==> src/rtl/mbrc_pkg.sv <==
// shared types and constants for the modbus rtu response checker
package mbrc_pkg;

   // request action codes
   localparam logic [1:0] ACT_BYTE    = 2'd0;
   localparam logic [1:0] ACT_EOF     = 2'd1;
   localparam logic [1:0] ACT_TIMEOUT = 2'd2;

   // csr register indexes
   localparam logic [1:0] CSR_ADDRESS  = 2'd0;
   localparam logic [1:0] CSR_FUNCTION = 2'd1;
   localparam logic [1:0] CSR_LENGTH   = 2'd2;

   // csr reset values
   localparam logic [7:0] RST_ADDRESS  = 8'd0;
   localparam logic [7:0] RST_FUNCTION = 8'd0;
   localparam logic [7:0] RST_LENGTH   = 8'd8;

   // response status codes
   localparam logic [2:0] ST_OK      = 3'd0;
   localparam logic [2:0] ST_CRC_ERR = 3'd1;
   localparam logic [2:0] ST_EXC     = 3'd2;
   localparam logic [2:0] ST_TRASH   = 3'd3;
   localparam logic [2:0] ST_TIMEOUT = 3'd4;

   // frame format
   localparam logic [7:0] MIN_LENGTH    = 8'd4;
   localparam logic [7:0] CRC_BYTES     = 8'd2;
   localparam logic [7:0] EXC_FRAME_LEN = 8'd5;
   localparam logic [8:0] EXC_FLAG      = 9'h080;
   localparam logic [7:0] EXC_CODE_MIN  = 8'd1;
   localparam logic [7:0] EXC_CODE_MAX  = 8'd11;
   localparam logic [7:0] BYTE_CNT_MAX  = 8'd255;
   localparam logic [15:0] CRC_INIT     = 16'hFFFF;
   localparam logic [15:0] CRC_POLY     = 16'hA001;

   localparam int QUEUE_DEPTH_DEF = 4;

   // classified request kinds that travel through the queue
   typedef enum logic [1:0] {
      OP_BYTE    = 2'd0,
      OP_EOF     = 2'd1,
      OP_TIMEOUT = 2'd2
   } mbrc_op_type;

   typedef struct packed {
      mbrc_op_type op;
      logic [7:0]  data;
   } mbrc_entry_type;

   typedef struct packed {
      logic [7:0] address;
      logic [7:0] function_code;
      logic [7:0] length;
   } mbrc_cfg_type;

endpackage

==> src/rtl/mbrc_front.sv <==
// front end: accepts requests, classifies the action and feeds the queue
module mbrc_front
   import mbrc_pkg::*;
(
   input  logic           req_valid,
   output logic           req_stall,
   input  logic [1:0]     req_action,
   input  logic [7:0]     req_rx_byte,
   input  logic           q_full,
   output logic           q_push,
   output mbrc_entry_type q_entry
);

   logic accept;
   logic keep;

   assign req_stall = q_full;
   assign accept    = req_valid && !q_full;

   always_comb begin
      keep          = 1'b1;
      q_entry.data  = req_rx_byte;
      q_entry.op    = OP_BYTE;
      case (req_action)
         ACT_BYTE: begin
            q_entry.op = OP_BYTE;
         end
         ACT_EOF: begin
            q_entry.op = OP_EOF;
         end
         ACT_TIMEOUT: begin
            q_entry.op = OP_TIMEOUT;
         end
         default: begin
            // unused action is swallowed
            keep = 1'b0;
         end
      endcase
   end

   assign q_push = accept && keep;

endmodule

==> src/rtl/mbrc_queue.sv <==
// small fifo between the front end and the frame engine
module mbrc_queue
   import mbrc_pkg::*;
#(
   parameter int Depth = QUEUE_DEPTH_DEF
) (
   input  logic           clock,
   input  logic           reset,
   input  logic           push,
   input  mbrc_entry_type push_entry,
   output logic           full,
   input  logic           pop,
   output logic           head_valid,
   output mbrc_entry_type head_entry
);

   localparam int PtrW = (Depth > 1) ? $clog2(Depth) : 1;
   localparam int CntW = $clog2(Depth + 1);

   mbrc_entry_type entry_ff [Depth];
   logic [PtrW-1:0] wr_ptr_ff, wr_ptr_in;
   logic [PtrW-1:0] rd_ptr_ff, rd_ptr_in;
   logic [CntW-1:0] count_ff, count_in;

   assign full       = (count_ff == CntW'(Depth));
   assign head_valid = (count_ff != '0);
   assign head_entry = entry_ff[rd_ptr_ff];

   always_comb begin
      wr_ptr_in = wr_ptr_ff;
      rd_ptr_in = rd_ptr_ff;
      count_in  = count_ff;
      if (push) begin
         wr_ptr_in = (wr_ptr_ff == PtrW'(Depth - 1)) ? '0 : wr_ptr_ff + 1'b1;
      end
      if (pop) begin
         rd_ptr_in = (rd_ptr_ff == PtrW'(Depth - 1)) ? '0 : rd_ptr_ff + 1'b1;
      end
      if (push && !pop) begin
         count_in = count_ff + 1'b1;
      end else if (pop && !push) begin
         count_in = count_ff - 1'b1;
      end
   end

   always_ff @(posedge clock) begin
      if (reset) begin
         wr_ptr_ff <= '0;
         rd_ptr_ff <= '0;
         count_ff  <= '0;
      end else begin
         wr_ptr_ff <= wr_ptr_in;
         rd_ptr_ff <= rd_ptr_in;
         count_ff  <= count_in;
      end
   end

   always_ff @(posedge clock) begin
      if (push) begin
         entry_ff[wr_ptr_ff] <= push_entry;
      end
   end

   a_count_bound: assert property (@(posedge clock) disable iff (reset)
      count_ff <= CntW'(Depth))
      else $error("queue count above depth");

   a_no_overflow: assert property (@(posedge clock) disable iff (reset)
      full && !pop |=> count_ff == CntW'(Depth))
      else $error("queue lost an entry while full");

   a_pop_nonempty: assert property (@(posedge clock) disable iff (reset)
      pop |-> head_valid)
      else $error("pop from empty queue");

endmodule

==> src/rtl/mbrc_back.sv <==
// frame engine: crc, byte capture, end of frame classification, counters
module mbrc_back
   import mbrc_pkg::*;
(
   input  logic           clock,
   input  logic           reset,
   input  mbrc_cfg_type   cfg,
   input  logic           head_valid,
   input  mbrc_entry_type head_entry,
   output logic           pop,
   output logic           rsp_valid,
   input  logic           rsp_stall,
   output logic [2:0]     rsp_status,
   output logic [3:0]     rsp_exception_code,
   output logic [31:0]    rsp_ok_count,
   output logic [31:0]    rsp_crc_error_count,
   output logic [31:0]    rsp_exception_count,
   output logic [31:0]    rsp_lost_count,
   output logic [31:0]    rsp_trash_count
);

   function automatic logic [15:0] crc_step(input logic [15:0] crc, input logic [7:0] b);
      logic [15:0] c;
      c = crc ^ {8'h00, b};
      for (int i = 0; i < 8; i++) begin
         c = c[0] ? ((c >> 1) ^ CRC_POLY) : (c >> 1);
      end
      return c;
   endfunction

   logic [7:0]  byte_count_ff, byte_count_in;
   logic [7:0]  first_ff, first_in;
   logic [7:0]  second_ff, second_in;
   logic [7:0]  third_ff, third_in;
   logic [15:0] crc_run_ff, crc_run_in;
   logic [15:0] crc_rx_ff, crc_rx_in;
   logic [31:0] ok_ff, crc_err_ff, exc_ff, lost_ff, trash_ff;
   logic        rsp_valid_ff, rsp_valid_in;
   logic [2:0]  status_ff, status_in;
   logic [3:0]  code_ff, code_in;

   logic        out_free;
   logic        inc_ok, inc_crc, inc_exc, inc_lost, inc_trash;
   logic [7:0]  eff_len, len_m2, len_m1;
   logic        is_exc, is_match;

   assign out_free = !rsp_valid_ff || !rsp_stall;
   assign pop      = head_valid && ((head_entry.op == OP_BYTE) || out_free);

   assign eff_len = (cfg.length < MIN_LENGTH) ? MIN_LENGTH : cfg.length;
   assign len_m2  = eff_len - CRC_BYTES;
   assign len_m1  = eff_len - 8'd1;

   assign is_exc = (byte_count_ff == EXC_FRAME_LEN) && (first_ff == cfg.address)
                && ({1'b0, second_ff} == ({1'b0, cfg.function_code} + EXC_FLAG))
                && (third_ff >= EXC_CODE_MIN) && (third_ff <= EXC_CODE_MAX);
   assign is_match = (byte_count_ff >= eff_len) && (first_ff == cfg.address)
                  && (second_ff == cfg.function_code);

   always_comb begin
      byte_count_in = byte_count_ff;
      first_in      = first_ff;
      second_in     = second_ff;
      third_in      = third_ff;
      crc_run_in    = crc_run_ff;
      crc_rx_in     = crc_rx_ff;
      status_in     = status_ff;
      code_in       = code_ff;
      inc_ok        = 1'b0;
      inc_crc       = 1'b0;
      inc_exc       = 1'b0;
      inc_lost      = 1'b0;
      inc_trash     = 1'b0;
      rsp_valid_in  = rsp_valid_ff && rsp_stall;
      if (pop) begin
         case (head_entry.op)
            OP_BYTE: begin
               if (byte_count_ff == 8'd0) first_in = head_entry.data;
               if (byte_count_ff == 8'd1) second_in = head_entry.data;
               if (byte_count_ff == 8'd2) third_in = head_entry.data;
               if (byte_count_ff != BYTE_CNT_MAX) begin
                  if (byte_count_ff < len_m2) begin
                     crc_run_in = crc_step(crc_run_ff, head_entry.data);
                  end else if (byte_count_ff == len_m2) begin
                     crc_rx_in = {crc_rx_ff[15:8], head_entry.data};
                  end else if (byte_count_ff == len_m1) begin
                     crc_rx_in = {head_entry.data, crc_rx_ff[7:0]};
                  end
                  byte_count_in = byte_count_ff + 8'd1;
               end
            end
            OP_EOF, OP_TIMEOUT: begin
               rsp_valid_in = 1'b1;
               code_in      = 4'd0;
               if (head_entry.op == OP_TIMEOUT) begin
                  status_in = ST_TIMEOUT;
                  inc_lost  = 1'b1;
               end else if (is_exc) begin
                  status_in = ST_EXC;
                  code_in   = third_ff[3:0];
                  inc_exc   = 1'b1;
               end else if (is_match) begin
                  if (crc_rx_ff == crc_run_ff) begin
                     status_in = ST_OK;
                     inc_ok    = 1'b1;
                  end else begin
                     status_in = ST_CRC_ERR;
                     inc_crc   = 1'b1;
                  end
               end else begin
                  status_in = ST_TRASH;
                  inc_trash = 1'b1;
               end
               // frame state back to idle
               byte_count_in = 8'd0;
               first_in      = 8'd0;
               second_in     = 8'd0;
               third_in      = 8'd0;
               crc_run_in    = CRC_INIT;
               crc_rx_in     = 16'd0;
            end
            default: begin
            end
         endcase
      end
   end

   always_ff @(posedge clock) begin
      if (reset) begin
         byte_count_ff <= 8'd0;
         first_ff      <= 8'd0;
         second_ff     <= 8'd0;
         third_ff      <= 8'd0;
         crc_run_ff    <= CRC_INIT;
         crc_rx_ff     <= 16'd0;
         ok_ff         <= 32'd0;
         crc_err_ff    <= 32'd0;
         exc_ff        <= 32'd0;
         lost_ff       <= 32'd0;
         trash_ff      <= 32'd0;
         rsp_valid_ff  <= 1'b0;
      end else begin
         byte_count_ff <= byte_count_in;
         first_ff      <= first_in;
         second_ff     <= second_in;
         third_ff      <= third_in;
         crc_run_ff    <= crc_run_in;
         crc_rx_ff     <= crc_rx_in;
         ok_ff         <= ok_ff + {31'd0, inc_ok};
         crc_err_ff    <= crc_err_ff + {31'd0, inc_crc};
         exc_ff        <= exc_ff + {31'd0, inc_exc};
         lost_ff       <= lost_ff + {31'd0, inc_lost};
         trash_ff      <= trash_ff + {31'd0, inc_trash};
         rsp_valid_ff  <= rsp_valid_in;
      end
   end

   always_ff @(posedge clock) begin
      status_ff <= status_in;
      code_ff   <= code_in;
   end

   // counters only move when a new response is loaded, so they are the payload
   assign rsp_valid           = rsp_valid_ff;
   assign rsp_status          = status_ff;
   assign rsp_exception_code  = code_ff;
   assign rsp_ok_count        = ok_ff;
   assign rsp_crc_error_count = crc_err_ff;
   assign rsp_exception_count = exc_ff;
   assign rsp_lost_count      = lost_ff;
   assign rsp_trash_count     = trash_ff;

   a_one_counter: assert property (@(posedge clock) disable iff (reset)
      $onehot0({inc_ok, inc_crc, inc_exc, inc_lost, inc_trash}))
      else $error("more than one counter bumped");

   a_result_loaded: assert property (@(posedge clock) disable iff (reset)
      pop && (head_entry.op != OP_BYTE) |=> rsp_valid_ff && !$stable(
         {ok_ff, crc_err_ff, exc_ff, lost_ff, trash_ff}))
      else $error("end of frame or timeout gave no response");

   a_exc_code: assert property (@(posedge clock) disable iff (reset)
      rsp_valid_ff && (status_ff == ST_EXC) |-> (code_ff >= 4'd1) && (code_ff <= 4'd11))
      else $error("exception response with bad code");

   a_code_zero: assert property (@(posedge clock) disable iff (reset)
      rsp_valid_ff && (status_ff != ST_EXC) |-> code_ff == 4'd0)
      else $error("non-exception response with nonzero code");

endmodule

==> src/rtl/modbus_rtu_response_checker_unit.sv <==
// top level of the modbus rtu response checker
//
// usage: the request channel (req_valid / req_stall) carries one request per
// accepted cycle: a received byte, an end of frame or a response timeout.
// bytes produce no response; each end of frame or timeout produces one response
// on the rsp channel with its status, exception code and all five counters.
// the csr port writes expected address, function and length; write it only
// while the checker is idle.
// a request is written into the queue; an end of frame or timeout leaves the queue
// head once the previous response has been taken and loads the response register.
// throughput: one request per cycle while req_stall is low; the per-byte crc update
// is a single eight-step combinational stage in the frame engine.
// a short queue sits between the request front end and the frame engine. while
// the receiver stalls, the response holds and bytes ahead of the next end of
// frame or timeout keep flowing into the crc; that end of frame or timeout waits
// at the queue head, later requests pile up behind it, and req_stall rises once
// the queue is full.
// reset (synchronous) empties the queue, clears the frame state and counters and
// sets the csr registers to address 0, function 0, length 8.
module modbus_rtu_response_checker_unit
   import mbrc_pkg::*;
#(
   parameter int QUEUE_DEPTH = QUEUE_DEPTH_DEF
) (
   input  logic        clock,
   input  logic        reset,
   // request channel
   input  logic        req_valid,
   output logic        req_stall,
   input  logic [1:0]  req_action,
   input  logic [7:0]  req_rx_byte,
   // response channel
   output logic        rsp_valid,
   input  logic        rsp_stall,
   output logic [2:0]  rsp_status,
   output logic [3:0]  rsp_exception_code,
   output logic [31:0] rsp_ok_count,
   output logic [31:0] rsp_crc_error_count,
   output logic [31:0] rsp_exception_count,
   output logic [31:0] rsp_lost_count,
   output logic [31:0] rsp_trash_count,
   // csr write port
   input  logic        csr_write_en,
   input  logic [1:0]  csr_index,
   input  logic [7:0]  csr_write_data
);

   // csr registers
   mbrc_cfg_type cfg_ff, cfg_in;

   // front to queue
   logic           q_push;
   logic           q_full;
   mbrc_entry_type q_entry;

   // queue to frame engine
   logic           q_pop;
   logic           q_head_valid;
   mbrc_entry_type q_head;

   always_comb begin
      cfg_in = cfg_ff;
      if (csr_write_en) begin
         case (csr_index)
            CSR_ADDRESS:  cfg_in.address       = csr_write_data;
            CSR_FUNCTION: cfg_in.function_code = csr_write_data;
            CSR_LENGTH:   cfg_in.length        = csr_write_data;
            default: begin
               // writes past the register list are dropped
            end
         endcase
      end
   end

   always_ff @(posedge clock) begin
      if (reset) begin
         cfg_ff.address       <= RST_ADDRESS;
         cfg_ff.function_code <= RST_FUNCTION;
         cfg_ff.length        <= RST_LENGTH;
      end else begin
         cfg_ff <= cfg_in;
      end
   end

   // request front end: classify action, drop the unused code
   mbrc_front u_front (
      .req_valid   (req_valid),
      .req_stall   (req_stall),
      .req_action  (req_action),
      .req_rx_byte (req_rx_byte),
      .q_full      (q_full),
      .q_push      (q_push),
      .q_entry     (q_entry)
   );

   // decoupling queue
   mbrc_queue #(
      .Depth (QUEUE_DEPTH)
   ) u_queue (
      .clock      (clock),
      .reset      (reset),
      .push       (q_push),
      .push_entry (q_entry),
      .full       (q_full),
      .pop        (q_pop),
      .head_valid (q_head_valid),
      .head_entry (q_head)
   );

   // frame engine with response register
   mbrc_back u_back (
      .clock               (clock),
      .reset               (reset),
      .cfg                 (cfg_ff),
      .head_valid          (q_head_valid),
      .head_entry          (q_head),
      .pop                 (q_pop),
      .rsp_valid           (rsp_valid),
      .rsp_stall           (rsp_stall),
      .rsp_status          (rsp_status),
      .rsp_exception_code  (rsp_exception_code),
      .rsp_ok_count        (rsp_ok_count),
      .rsp_crc_error_count (rsp_crc_error_count),
      .rsp_exception_count (rsp_exception_count),
      .rsp_lost_count      (rsp_lost_count),
      .rsp_trash_count     (rsp_trash_count)
   );

endmodule

==> config.mk <==
export PLATFORM = sky130hd
export DESIGN_NAME = modbus_rtu_response_checker_unit
export DESIGN_NICKNAME = d
export VERILOG_FILES = /design/src/rtl/mbrc_pkg.sv /design/src/rtl/mbrc_front.sv /design/src/rtl/mbrc_queue.sv /design/src/rtl/mbrc_back.sv /design/src/rtl/modbus_rtu_response_checker_unit.sv
export SDC_FILE = /design/constraint.sdc
export NUM_CORES = 1
export LEC_CHECK = 0
export BUFFER_PORTS_ARGS = -buffer_cell sky130_fd_sc_hd__buf_2
export CAP_MARGIN = 5
export CORE_ASPECT_RATIO = 0.5
export CORE_MARGIN = 2
export CORE_UTILIZATION = 52
export DETAILED_ROUTE_END_ITERATION = 10
export PLACE_DENSITY = 0.72
export REMOVE_ABC_BUFFERS = 1
export SLEW_MARGIN = 20
export SYNTH_ARGS = -nofsm -noshare
export SYNTH_HDL_FRONTEND = slang
export SYNTH_SLANG_ARGS = --single-unit
==> constraint.sdc <==
create_clock -name clock -period 4.17 [get_ports clock]
set_input_delay 0 -clock clock [delete_from_list [all_inputs] [get_ports clock]]
set_output_delay 0 -clock clock [all_outputs]
set_load 0.02 [all_outputs]
==> results of run 1 <==
## placed cells by master, fill, tap and decap left out, types with 4 or more instances in the layout
master	count
clkbuf_16	27
nor2b_1	24
a21oi_1	39
nor3b_1	5
nand2b_1	4
dfxtp_1	256
dlygate4sd3_1	23
buf_4	41
and2_2	8
edfxtp_1	47
clkbuf_1	8
inv_1	32
ha_1	39
o21ai_0	27
xnor2_1	85
or3_1	28
nand3b_1	5
nor4_1	11
buf_2	192
o21bai_1	14
nor3_1	30
and4_1	10
mux4_2	4
nand4_1	36
or2b_2	7
mux4_1	6
clkbuf_8	5
nor2_1	229
and2_1	14
and3_1	26
clkinv_2	5
mux2i_1	69
nand3_1	64
a21o_1	11
xor2_1	111
nand2_1	78
nor3_2	4
## how the worst max path moves through the flow
stage	startpoint	endpoint	slack [ps]
after global placement	cfg_ff[4]	u_back.rsp_crc_error_count[22]	60
after CTS	flip-flop	u_back.rsp_ok_count[30]	40
after detailed placement	flip-flop	u_back.rsp_ok_count[30]	-30
after floorplan	cfg_ff[4]	u_back.rsp_trash_count[22]	-80
after global routing	flip-flop	u_back.rsp_ok_count[30]	-20
final	cfg_ff[7]	u_back.rsp_trash_count[18]	200
## power by group through the flow
stage | sequential (W) | combinational [W] | clock [W]
finish | 0.00351 | 0.00270 | 0.00255
global route | 0.00354 | 0.00291 | 0.00272
CTS | 0.00351 | 0.00266 | 0.00260
detailed placement | 0.00357 | 0.00262 | 0
global placement | 0.00356 | 0.00257 | 0
floorplan | 0.00360 | 0.00184 | 0
## per-stage QoR
step / util (%) / instance area, sq um / hold WS [ps]
2_1_floorplan: - / 13700 / 69.1
3_3_place_gp: 58.4 / 15400 / 210
3_5_place_dp: 58.4 / 15400 / 222
4_1_cts: 62.8 / 16600 / 2.36
5_1_grt: 63.2 / 16700 / 51.3
6_report: 63.2 / 16700 / 15.7
## critical path, delay by kind of cell (launching register included)
kind                       cells  cell delay (ps)
AOI/OAI and AO/OA              6             1300
DFF                            1              340
xor gates and xnor gates       1              160
adders and majority gates      3              560
and+or+nand+nor                9             1220
buffers and inverters          2              220
## cell type report
cell class / count / area share (%)
tap: 352 / 2.63
inverter: 32 / 0.719
timing repair buffer: 258 / 9.15
sequential: 305 / 39.4
clock inverter: 8 / 0.689
multi-input combinational: 1042 / 42.8
clock buffer: 41 / 4.66
## state kept, by name, indices dropped and copies added (netlist names), 16 cells and up, named ones only
signal,count
u_back.crc_run_ff,16
u_back.rsp_crc_error_count,32
u_back.rsp_ok_count,32
u_back.rsp_exception_count,32
u_back.rsp_trash_count,32
cfg_ff,24
u_back.rsp_lost_count,32
u_back.crc_rx_ff,16
u_queue.entry_ff,40
## kinds of logic (layout without fill, tap and decap cells)
logic type                 after synthesis  count (layout)  share of synthesized area, %
buffers and inverters                   86             339                          2.77
muxes                                   79              79                          6.71
AOI/OAI and AO/OA                      111             111                          4.99
DFF                                    305             305                          47.0
xor gates and xnor gates               201             201                          13.0
adders and majority gates               43              43                          3.90
and+or+nand+nor                        608             608                          21.6
## per-layer routing
layer,up-vias,routed length [microns]
met5,-,0
li1,5379,-
met3,58,1330
met4,0,777
met1,5246,14800
met2,217,15400
## repair_timing
action                                 4_1_cts  5_1_grt
buffers inserted                             0        2
pin swaps                                    0        9
setup endpoints to repair                    6       50
gates resized for setup                      6       21
endpoints found under the hold margin       68        0
hold buffers                                23        0
==> results.yml, run 1 <==
synth:
  synth-seq-area-share_pct: 47.0
  synth.top_cell.area_share_pct: 36.9
  syn_inst: 1433
  synth_common_cells: "dfxtp_1 (258), nor2_1 (230), xor2_1 (111)"
  ys_warn_count: 0
  yosysUniqueCellTypes: 67
  ys_ff_latch: 305
  netlist.top_cell.by_area: "dfxtp_1"
  synthFlopType: "dfxtp_1"
  synth_edf_count: 47
  syn_area_per_cell_sq_um: 9.76
  netlist_top_cells_area: "dfxtp_1 (37%), edfxtp_1 (10%), xor2_1 (7.0%), nor2_1 (6.2%), xnor2_1 (5.3%)"
  async_reset_ff_share_pct: 0
  synth_area_sq_um: 14000
  synth.most_common_cell: "dfxtp_1"
critical_path:
  rrSetupSlack_ps: 200
  cpMostUsedCell: "a21o_1"
  path_class: "flip-flop to flip-flop"
  worstPathArrival_ps: 4350
  ff2ff_path_depth: 21
  crit_chain: "nor4_4 > nand2_1 > nand2_2 > inv_1 > ha_4 > nand2b_1 > a21o_1 > a21o_1 > a21o_1 > a21o_1 > a2111o_1 > a21oi_2 > ha_2 > ha_1 > nand2_1 > nor3_2 > buf_4 > and3_1 > nand4_1 > xor2_1 > nor2_1"
  crit_path_max_incr_delay_ps: 430
  r2r-start: "cfg_ff[7]"
  critPathCaptureType: "flip-flop"
  cp_slowest_cell: "a2111o_1"
  r2r-end: "u_back.rsp_trash_count[18]"
  critPathMaxFanout: 6
  cp-start-kind: "flip-flop"
  required_ps: 4550
pwr:
  intPower_w: 0.00592
  irDropWorstVdd_uv: 341
  p_clk_share_pct: 29.1
  p_comb_share_pct: 30.8
  seqPwrFrac_pct: 40.1
  power_switching_share_pct: 32.4
  p_sw_w: 0.00284
  total_power_w: 0.00876
  power.leakage_nw: 7.17
  power_density_nw_per_um2: 524
floorplan:
  fp.dieH_microns: 120
  rows: 42
  io_pins: 194
  die_w_microns: 236
  start_util_pct: 52.9
  coreArea_sq_um: 26400
  die_area_sq_um: 28300
sta:
  worst_pin_slew_ps: 939
  hold_violations: 0
  fin_ws_ps: 201
  skew_ps: 19.1
  period_needed_ps: 3970
  setup_violations: 0
  drv_slew: 0
  rsz0062_at_grt: "true"
  maxSlewHeadroom_pct: 37.4
  post-route-period-util_pct: 95.2
  setup-tns-final_ps: 0
  fmax_ghz: 0.252
final_layout:
  fill_cells: 2169
  synthToLayoutAreaGrowth_pct: 19.5
  final_nets: 1734
  layout-drive-gt1-share_pct: 19.8
  stdcell_count: 2038
  multi_input_comb_area_sq_um: 7150
  seq_area_sq_um: 6580
  num_antenna_cells: 0
global_routing:
  grt_pass1_vias: 10300
  grt_max_degree: 130
  gr-usage-all-layers_pct: 22.1
  grt_overflow_total: 0
  grt_util_met3_pct: 3.13
  grt.busiest_layer: "met2"
  grt_first_pass_wirelength_mm: 51.5
  met1_usage_pct: 29.2
  grtUsageMet2_pct: 38.1
  antenna_found_initial: 0
clock_tree:
  cts_buffers: 27
  cts-root-buf: "clkbuf_16"
  clock-sinks: 305
  cts_tree: "yes"
  clk_path_buf_depth: 3
  cts_max_level: 1
  insertion_delay_ps: 540
  cts.clk_slew.worst_paths_ps: 70
drt:
  drt_wl_total_mm: 32.3
  via_count: 10900
  dr.pass1.iters: 7
  first_iter_violations: 588
  drc: 0
  post_drt_wl_per_cell_microns: 15.9
  antenna_left: 0
  vias_per_cell: 5.35
min_path:
  hold_depth: 5
  min_from: "csr_index[0]"
  hp-class: "input port to flip-flop"
  min_to: "cfg_ff[16]"
job:
  cap_violations: 0
placement:
  portBuffers: 193
  dp_slack_ps: -25.3
  dpl.hpwl_mm: 22.9
  dp_cells: 1964
  gp_congestion: 0.849
outcome:
  status: "finished clean"
No activity file was read; power rests on OpenSTA's default activity.
==> inputs of run 2 (changes only) <==
--- a/config.mk
+++ b/config.mk
@@ -16,4 +16,5 @@
 export SLEW_MARGIN = 20
 export SYNTH_ARGS = -nofsm -noshare
 export SYNTH_HDL_FRONTEND = slang
+export SYNTH_HIERARCHICAL = 1
 export SYNTH_SLANG_ARGS = --single-unit
==> run 2 against run 1 <==
Against the previous run: register-to-register slack improved by 160 ps; worst setup slack improved by 160 ps; via count decreased by 0.93%; wire length increased by 0.38%; sequential share of layout area increased by 0.18 points; non-clock buffer count decreased by 5; critical path depth decreased by 6; critical endpoint is now u_back/rsp_crc_error_count[30]; largest power group unchanged; highest routed layer unchanged.
==> results.yml, run 2 <==
pwr:
  p_clk_share_pct: 31.3
  irDropWorstVdd_uv: 438
  intPower_w: 0.00597
  p_sw_w: 0.00284
  p_comb_share_pct: 29.2
  seqPwrFrac_pct: 39.4
  power_density_nw_per_um2: 530
  power_switching_share_pct: 32.2
  power.leakage_nw: 6.90
clock_tree:
  cts.clk_slew.worst_paths_ps: 70
  cts_tree: "yes"
  cts_max_level: 1
  clock-sinks: 305
  cts-root-buf: "clkbuf_16"
  insertion_delay_ps: 540
  clk_path_buf_depth: 3
  cts_buffers: 27
min_path:
  min_from: "csr_write_en"
  min_to: "cfg_ff[10]"
  hp-class: "input port to flip-flop"
  hold_depth: 3
critical_path:
  critPathMaxFanout: 5
  path_class: "flip-flop to flip-flop"
  crit_path_max_incr_delay_ps: 540
  crit_chain: "mux4_2 > inv_1 > ha_1 > o21ai_1 > inv_1 > nand2_2 > nor3b_2 > and4_1 > ha_1 > ha_1 > nand2_1 > nor4_4 > nand2_1 > or3_1 > a21oi_1"
  worstPathBufferInverterCount: 2
  r2r-end: "u_back/rsp_crc_error_count[30]"
  cp_top_family: "simple AND/OR/NAND/NOR gates"
  worstPathArrival_ps: 4260
  critPathCaptureType: "flip-flop"
  ff2ff_path_depth: 15
  cp_slowest_cell: "mux4_2"
  cpMostUsedCell: "ha_1"
  required_ps: 4620
  rrSetupSlack_ps: 360
  cp-start-kind: "flip-flop"
synth:
  synth_edf_count: 47
  netlist.top_cell.by_area: "dfxtp_1"
  ys_ff_latch: 305
  ys_warn_count: 6
  synthFlopType: "dfxtp_1"
  syn_area_per_cell_sq_um: 9.69
  synth.top_cell.area_share_pct: 37.1
  netlist_top_cells_area: "dfxtp_1 (37%), edfxtp_1 (10%), xor2_1 (8.0%), nor2_1 (5.7%), mux2i_1 (4.3%)"
  synth_common_cells: "dfxtp_1 (258), nor2_1 (212), xor2_1 (128)"
  synth.most_common_cell: "dfxtp_1"
  yosysUniqueCellTypes: 62
  syn_inst: 1438
  async_reset_ff_share_pct: 0
  synth_area_sq_um: 13900
  synth-seq-area-share_pct: 47.2
final_layout:
  top_register: "u_queue/entry_ff"
  design_area_sq_um: 16600
  fill_cells: 2156
  final_nets: 1728
  num_antenna_cells: 0
  largest_register_ffs: 40
  stdcell_count: 2031
  seq_area_sq_um: 6580
  multi_input_comb_area_sq_um: 7030
  layout-drive-gt1-share_pct: 18.4
  final_common_cell: "dfxtp_1"
  layout_common_cells: "dfxtp_1 (258), nor2_1 (208), buf_2 (192)"
  synthToLayoutAreaGrowth_pct: 19.4
drt:
  drt_wl_total_mm: 32.4
  antenna_left: 0
  first_iter_violations: 634
  via_count: 10800
  dr.pass1.iters: 5
  drc: 0
  vias_per_cell: 5.32
  post_drt_wl_per_cell_microns: 16.0
sta:
  drv_slew: 0
  period_needed_ps: 3810
  skew_ps: 15.6
  hold_violations: 0
  fin_ws_ps: 356
  worst_pin_slew_ps: 1110
  setup_violations: 0
  maxSlewHeadroom_pct: 26.2
  fmax_ghz: 0.262
  post-route-period-util_pct: 91.5
global_routing:
  grt_pass1_vias: 10500
  gr-usage-all-layers_pct: 22.6
  grt_first_pass_wirelength_mm: 52.8
  grt_max_degree: 158
  antenna_found_initial: 0
  grt_overflow_total: 0
job:
  cap_violations: 0
outcome:
  status: "finished clean"
floorplan:
  start_util_pct: 52.8
  coreArea_sq_um: 26400
  fp.dieH_microns: 120
  die_area_sq_um: 28200
  io_pins: 194
  rows: 42
  die_w_microns: 236
placement:
  dp_slack_ps: 78.8
  dpl.hpwl_mm: 22.9
  gp_congestion: 0.892
  portBuffers: 193
  placed_area_sq_um: 15300
  dp_cells: 1955
[run 2: cell count changes after synthesis, moves of 9 or more]
cell | before | now
xnor2_1 | 85 | 67
nand2b_1 | 4 | 44
xor2_1 | 111 | 128
mux2i_1 | 69 | 60
nand2_1 | 79 | 94
nor2_1 | 230 | 212
a22oi_1 | 0 | 9
nor3_1 | 35 | 25
[run 2: layout make-up]
cell class              instances  area share, %
clock buffers                  37           4.91
clock inverters                11           1.05
inverters                      26          0.587
multi-input cells            1047           42.2
flip-flops and latches        305           39.5
well taps                     352           2.65
repair buffers                253           9.02
[run 2: power groups by stage]
stage | Clock, W | Combinational [W] | Sequential (W)
2_1_floorplan | 0 | 0.00169 | 0.00357
3_3_place_gp | 0 | 0.00242 | 0.00353
3_5_place_dp | 0 | 0.00249 | 0.00354
4_1_cts | 0.00281 | 0.00253 | 0.00348
5_1_grt | 0.00294 | 0.00279 | 0.00351
6_report | 0.00276 | 0.00257 | 0.00347
[run 2: cells by family after synthesis]
group / count (synthesis) / share of synthesized area (%)
AOI/OAI and AO/OA: 119 / 5.48
xor gates and xnor gates: 197 / 12.6
adders and majority gates: 43 / 3.91
buffers and inverters: 86 / 2.80
DFF: 305 / 47.2
muxes: 70 / 5.93
and+or+nand+nor: 618 / 22.1
[run 2: worst max-delay path by stage]
stage | to | slack [ps] | depth (start not counted) | from
finish | u_back/rsp_crc_error_count[30] | 360 | 15 | flip-flop
floorplan | u_back/rsp_crc_error_count[30] | -140 | 13 | flip-flop
CTS | u_back/rsp_crc_error_count[30] | 40 | 19 | cfg_ff[7]
detailed placement | u_back/rsp_crc_error_count[30] | 80 | 19 | cfg_ff[7]
global route | u_back/rsp_ok_count[28] | -9 | 15 | flip-flop
global placement | u_back/rsp_crc_error_count[26] | 200 | 20 | cfg_ff[7]
[run 2: routing by layer]
metal,share of wire (%),track usage [%]
met1,46,29.9
met3,3.9,3.54
met4,2.2,5.53
met2,48,39.1
met5,0,0
[run 2: what timing repair did]
item                                   CTS  global route
setup endpoints to repair                0            45
gates resized for setup                  0            14
hold buffers                            26             0
buffers inserted                         0             2
endpoints found under the hold margin   67             0
[run 2: metrics by stage]
stage,hold WS [ps],TNS (ps),util (%),total power [W]
3_3_place_gp,215,0,58.0,0.00595
5_1_grt,53.6,-9.23,63.0,0.00924
3_5_place_dp,223,0,58.0,0.00603
2_1_floorplan,69.1,-141,-,0.00526
4_1_cts,24.4,0,62.8,0.00881
6_report,43.1,0,63.0,0.00881
[run 2: tightest hold or removal path: cells and delay by family]
family | cells | cell delay (ps)
buf+inv | 1 | 120
simple gates | 1 | 320
mux | 1 | 100
